===== src/sv/fla_pkg.sv =====
package fla_pkg;

  // Cell command broadcast along the extent row
  typedef enum logic [2:0] {
    OP_HOLD   = 3'd0,
    OP_INIT   = 3'd1,
    OP_WRITE  = 3'd2,
    OP_INSERT = 3'd3,
    OP_REMOVE = 3'd4,
    OP_MERGE  = 3'd5
  } cell_op_e;

  typedef enum logic [2:0] {
    ST_OK        = 3'd0,
    ST_NOSPACE   = 3'd1,
    ST_OUTSIDE   = 3'd2,
    ST_OVL_PRIOR = 3'd3,
    ST_OVL_NEXT  = 3'd4,
    ST_NOTALLOC  = 3'd5,
    ST_FULL      = 3'd6
  } status_e;

  typedef enum logic [0:0] {
    KIND_ALLOC = 1'b0,
    KIND_FREE  = 1'b1
  } kind_e;

  typedef enum logic [0:0] {
    REG_POOL_SIZE = 1'b0,
    REG_FIT_MODE  = 1'b1
  } reg_idx_e;

  // Compare flags reported by each cell
  typedef struct packed {
    logic fit;  // valid and length covers the requested size
    logic gt;   // valid and request address lies above the base
  } cell_flag_t;

endpackage


===== src/sv/fla_cell.sv =====
module fla_cell
  import fla_pkg::*;
#(
  parameter int ADDR_BITS = 20,
  parameter int CW        = 7,
  parameter int IDX       = 0
) (
  input  logic                 clk_i,
  input  logic                 rst_ni,
  input  cell_op_e             op_i,
  input  logic [CW-1:0]        idx_i,
  input  logic [ADDR_BITS-1:0] wbase_i,
  input  logic [ADDR_BITS:0]   wlen_i,
  input  logic [CW-1:0]        count_i,
  input  logic [ADDR_BITS:0]   size_i,
  input  logic [ADDR_BITS-1:0] addr_i,
  input  logic [ADDR_BITS-1:0] left_base_i,
  input  logic [ADDR_BITS:0]   left_len_i,
  input  logic [ADDR_BITS-1:0] right_base_i,
  input  logic [ADDR_BITS:0]   right_len_i,
  output logic [ADDR_BITS-1:0] base_o,
  output logic [ADDR_BITS:0]   len_o,
  output cell_flag_t           flag_o
);

  localparam logic [CW-1:0]      MyIdx   = CW'(IDX);
  localparam logic [ADDR_BITS:0] LenRst  = (IDX == 0) ? (ADDR_BITS+1)'(1) << ADDR_BITS
                                                      : '0;

  logic [ADDR_BITS-1:0] base_q, base_d;
  logic [ADDR_BITS:0]   len_q, len_d;
  logic                 valid;

  assign valid = MyIdx < count_i;

  // Report compare flags for the current request
  assign flag_o.fit = valid && (len_q >= size_i);
  assign flag_o.gt  = valid && (addr_i > base_q);

  // Pick next contents: hold, write, or take a neighbor's extent
  always_comb begin
    base_d = base_q;
    len_d  = len_q;
    case (op_i)
      OP_INIT: begin
        if (IDX == 0) begin
          base_d = '0;
          len_d  = wlen_i;
        end
      end
      OP_WRITE: begin
        if (MyIdx == idx_i) begin
          base_d = wbase_i;
          len_d  = wlen_i;
        end
      end
      OP_INSERT: begin
        if (MyIdx == idx_i) begin
          base_d = wbase_i;
          len_d  = wlen_i;
        end else if (MyIdx > idx_i) begin
          base_d = left_base_i;
          len_d  = left_len_i;
        end
      end
      OP_REMOVE: begin
        if (MyIdx >= idx_i) begin
          base_d = right_base_i;
          len_d  = right_len_i;
        end
      end
      OP_MERGE: begin
        if (MyIdx == idx_i) begin
          base_d = wbase_i;
          len_d  = wlen_i;
        end else if (MyIdx > idx_i) begin
          base_d = right_base_i;
          len_d  = right_len_i;
        end
      end
      default: begin
        base_d = base_q;
        len_d  = len_q;
      end
    endcase
  end

  always_ff @(posedge clk_i or negedge rst_ni) begin
    if (!rst_ni) begin
      base_q <= '0;
      len_q  <= LenRst;
    end else begin
      base_q <= base_d;
      len_q  <= len_d;
    end
  end

  assign base_o = base_q;
  assign len_o  = len_q;

endmodule


===== config.mk =====
export PLATFORM = sky130hd
export DESIGN_NAME = fla_cell
export DESIGN_NICKNAME = d
export VERILOG_FILES = /design/src/sv/fla_pkg.sv /design/src/sv/fla_cell.sv
export SDC_FILE = /design/constraint.sdc
export NUM_CORES = 1
export LEC_CHECK = 0
export ABC_AREA = 1
export BUFFER_PORTS_ARGS = -buffer_cell sky130_fd_sc_hd__buf_4
export CORE_UTILIZATION = 52
export CTS_CLUSTER_SIZE = 20
export DETAILED_ROUTE_END_ITERATION = 12
export PLACE_DENSITY_LB_ADDON = 0.25
export SYNTH_ARGS = -nofsm -noshare
export SYNTH_HDL_FRONTEND = slang
export SYNTH_SLANG_ARGS = --single-unit

===== constraint.sdc =====
create_clock -name clk_i -period 4.8 [get_ports clk_i]
set_input_delay 1.44 -clock clk_i [delete_from_list [all_inputs] [get_ports clk_i]]
set_output_delay 1.44 -clock clk_i [all_outputs]
set_load 0.01 [all_outputs]

Word level (Yosys, flattened, before mapping)
Index checks and enable logic that the tools add are counted.
{"block": "totals", "register_bits": 41, "out_inout_bits": 43, "word_cells": 35}
{"block": "classes", "order_cmp": 5, "n_eq_ne": 9, "n_mux": 14, "n_reduce_logical": 5}
{"operator": "21-bit two-way mux", "count": 6}
{"operator": "20-bit two-way mux", "count": 6}
{"operator": "21-bit one-hot mux with 5 select lines", "count": 1}
{"operator": "20-bit one-hot mux with 5 select lines", "count": 1}
{"operator": "21-bit >= comparator", "count": 1}
{"operator": "20-bit greater-than comparator", "count": 1}
{"operator": "1-bit by 7-bit >= comparator with 1-bit output, first input constant", "count": 1}
{"operator": "1-bit by 7-bit greater-than comparator with 1-bit output, first input constant", "count": 1}
{"operator": "7-bit zero test", "count": 1}
{"operator": "1-bit by 7-bit less-than comparator with 1-bit output, first input constant", "count": 1}
{"operator": "3-bit by 2-bit == test with 1-bit output, second input constant", "count": 2}
{"operator": "3-bit == test, second input constant", "count": 2}
{"operator": "3-bit != test, second input constant", "count": 2}
{"operator": "5-bit AND reduction", "count": 1}
{"operator": "5-bit nonzero test", "count": 1}
{"operator": "2-bit != test, second input constant", "count": 2}
{"operator": "3-bit by 1-bit == test with 1-bit output, second input constant", "count": 1}
{"operator": "1-bit logical AND", "count": 2}

Depth between registers and ports, before layout
{"block": "logic_depth", "depth_word": 4, "depth_mapped": 12}

Least setup slack after synthesis
Ideal clock, no wire load.
{"block": "synth_path", "path_type": "input to output", "from": "input size_i[12]", "to": "output flag_o[1] (netlist bit)", "t_arrival_ps": 2427, "setup_slack_ps": 933, "cell_stages": 9, "n_path_buf": 0, "path_cell_list": "inv_1 > ha_1 > nand2_1 > nor2_1 > and2_1 > nand2_1 > nand2_1 > nand2_1 > a21oi_1"}
{"element": "start, declared", "line": "fla_cell.sv:15", "source": "input logic [ADDR_BITS:0] size_i,"}
{"element": "end, declared", "line": "fla_cell.sv:23", "source": "output cell_flag_t flag_o"}

==> summary.md <==
| Metric | Value |
|---|---|
| Num CTS Buffers | 5 |
| Clock latency at the later pin of the worst-skew pair | 0.29 ns |
| Crit Path Max Fanout | 3 |
| Starting Density | 0.5354 |
| Total grt overflow | 0 |
| RSZ-0062 raised after global routing | no |
| CP max stage cell | ha_1 |
| Type of the worst min-delay path | flop to flop |
| Std cell rows | 35 |
| Fmax | 0.2423 GHz |
| Post-synthesis xor/xnor area fraction | 0 |
| Worst setup endpoint | flag_o[1] |
| Core area | 0.009196 sq mm |
| R2r endpoint | len_o[20] |
| Complex-gate fraction of the synthesized area | 0.1065 |
| Post-Syn Nets | 1125 |
| Routability cong. | 0.8523 |
| Final Util | 0.7327 |
| Worst reg2reg setup slack | 4.05 ns |
| Worst setup margin | 0.6722 ns |
| Mux contribution to synthesized area | 0 |
| Final Power | 1.326 mW |
| Worst Path Arrival | 2.69 ns |
| DRT iter0 DRCs | 377 |
| Die area | 0.009861 sq mm |
| Die Height | 99.31 um |
| Power Density | 196.8 mW/mm^2 |
| Antenna cells | 0 |
| Crit-path max cell delay | 0.29 ns |
| MaxCap Viol Count | 0 |
| Number of global-route vias before repair | 5285 |
| YS warnings | 0 |
| Largest net degree at the start of global routing | 47 |
| WS Path Type | primary input to output pin |
| Post-CTS Setup Inserts | 0 |
| Crit. End Element | output pin |
| Reg2Reg Depth | 2 |
| Worst EP required | 3.36 ns |
| CP startpoint | size_i[12] |
| Boundary Pins | 226 |
| Max Root-Sink Buffers | 2 |
| Total GRT Usage | 0.3078 |
| R2r startpoint | len_o[20] |
| Vias | 5969 |
| PortBufs | 225 |
| Synth-to-layout area growth | 36.85% |
| Tcrit/Tclk final | 0.8600 |
| Syn Area/Cell | 5.471 sq um |
| Most used cell, CP | nand2_1 |
| Simple-gate share of the synthesized area | 0.4053 |
| Mapped cell area | 0.004923 sq mm |
| Synth Instances | 900 |
| Library cells used by synthesis | 23 |
| Run status | finished, final reports clean |
| CTS Hold Bufs | 0 |
| Clk root buf | clkbuf_8 |
| Final routed DRC violation total | 0 |
| First-pass detailed-route iteration total | 5 |
| Clk_skew | 0 ns |
| Peak VDD IR | 0.1157 mV |
| Rel. slew slack | 0.5153 |
| Tmin final | 4.128 ns |
| Sequential area share after synthesis | 0.2086 |
| Htree depth | 2 |
| Hold path start | len_o[20] |
| Synth Register Bits | 41 |
| Final Net Count | 1326 |
| Chip Width | 99.31 um |
| Vias per cell | 4.921 |
| Post-synthesis adder-cell area fraction | 0.1067 |
| First-pass GRT wire length | 24680 um |
| Main combinational cell family by area after synthesis | simple AND/OR/NAND/NOR gates |
| Cell total after placement | 1205 |
| Fin cells | 1213 |
| Initial antenna violation count | 0 |
| Final Setup Violations | 0 |
| Leak | 4.240 nW |
| Layout cells sized above 1 | 0.2241 |
| CP startpoint kind | primary input |
| Dpl hpwl | 11530 um |
| Clk sinks | 41 |
| Clock Pin Slew Worst Setup and Hold Paths | 0.08 ns |
| Slew Limit Fails | 0 |
| Gates resized, CTS repair | 0 |
| Pre-CTS setup slack | 0.6728 ns |
| CP cell instances | buf_4 -> inv_1 -> ha_1 -> nand2_1 -> nor2_1 -> and2_1 -> nand2_1 -> nand2_1 -> nand2_1 -> a21oi_1 -> buf_4 |
| DRT Wirelength | 15080 um |
| Worst-Margin Slew | 0.7254 ns |
| ANT nets after route | 0 |
| Hold Fails Final Rpt | 0 |
| Routed len/inst | 12.43 um |
| CTS tree | yes |
| Setup TNS | 0 ns |
==> state kept, by name (all words and copies together) (netlist names) <==
register  count
base_o       20
len_o        21
==> worst max-delay path: cells and delay by family <==
kind	cells	cell delay, ns
adders and majority gates	1	0.29
and+or+nand+nor	6	0.60
buffers and inverters	3	0.25
AOI/OAI and AO/OA	1	0.12
==> cell families after synthesis <==
kind of cell / after synthesis
buffers and inverters: 214
DFF: 41
and+or+nand+nor: 502
AOI/OAI and AO/OA: 101
adders and majority gates: 42
==> synth_stat cells (all sizes together) <==
cell type    n  area, sq um
nand2      348         1306
inv        176        660.6
nor2        79        309.0
nand3       69        345.3
o21ai       59        295.3
ha          42        525.5
dfrtp       40         1001
a21oi       39        206.5
buf         26        142.6
clkbuf      12        47.55
a21o         2        15.01
nand4        2        12.51
nor3         2        10.01
and2         1        6.260
dfstp        1        26.28
nor4         1        6.260
o21a         1        7.510
==> layout by cell type (no fill, tap or decap), drive strengths merged <==
cell / synthesis / routed
nor2: 79 / 79
a21o: 2 / 2
nor3: 2 / 2
and2: 1 / 1
dfstp: 1 / 1
ha: 42 / 42
clkbuf: 12 / 7
nand3: 69 / 69
a21oi: 39 / 39
nand2: 348 / 348
nand4: 2 / 2
nor4: 1 / 1
inv: 176 / 176
dfrtp: 40 / 40
buf: 26 / 232
o21a: 1 / 1
bufinv: 0 / 1
o21ai: 59 / 59
==> per-stage QoR <==
stage	hold WS [ns]	area (sq um)
final	0.4954	6738
after global routing	0.5430	6738
after CTS	0.4957	6738
after detailed placement	0.4832	6621
after global placement	0.4799	6621
after floorplan	0.4805	4923
==> cell type report <==
type	instances	area, sq um
multi-input combinational	645	3053
fill	857	2459
timing repair buffer	232	1742
sequential	41	1027
inverter	176	660.6
tap	111	138.9
clock buffer	7	86.33
clock inverter	1	30.03
==> how the worst min path moves through the flow <==
| stage | slack, ns | cells past startpoint | end |
|---|---|---|---|
| 2_1_floorplan | 0.48 | 2 | len_o[20] |
| 3_3_place_gp | 0.48 | 2 | len_o[20] |
| 3_5_place_dp | 0.48 | 2 | len_o[20] |
| 4_1_cts | 0.50 | 2 | len_o[20] |
| 5_1_grt | 0.54 | 2 | base_o[7] |
| 6_report | 0.50 | 2 | len_o[20] |
==> per-layer routing <==
| layer | vias to the layer above | GRT usage | routed length, um |
|---|---|---|---|
| met5 | - | 0 | 0 |
| met4 | 0 | 0.07805 | 290 |
| met1 | 2542 | 0.4337 | 6689 |
| li1 | 3120 | - | - |
| met2 | 284 | 0.4979 | 6827 |
| met3 | 23 | 0.04146 | 1268 |
==> where the power goes <==
part | total [mW] | internal, mW | switching [mW]
Combinational | 0.587 | 0.291 | 0.296
Sequential | 0.450 | 0.398 | 0.0521
Clock | 0.289 | 0.170 | 0.119
No activity file was read; power rests on OpenSTA's default activity.
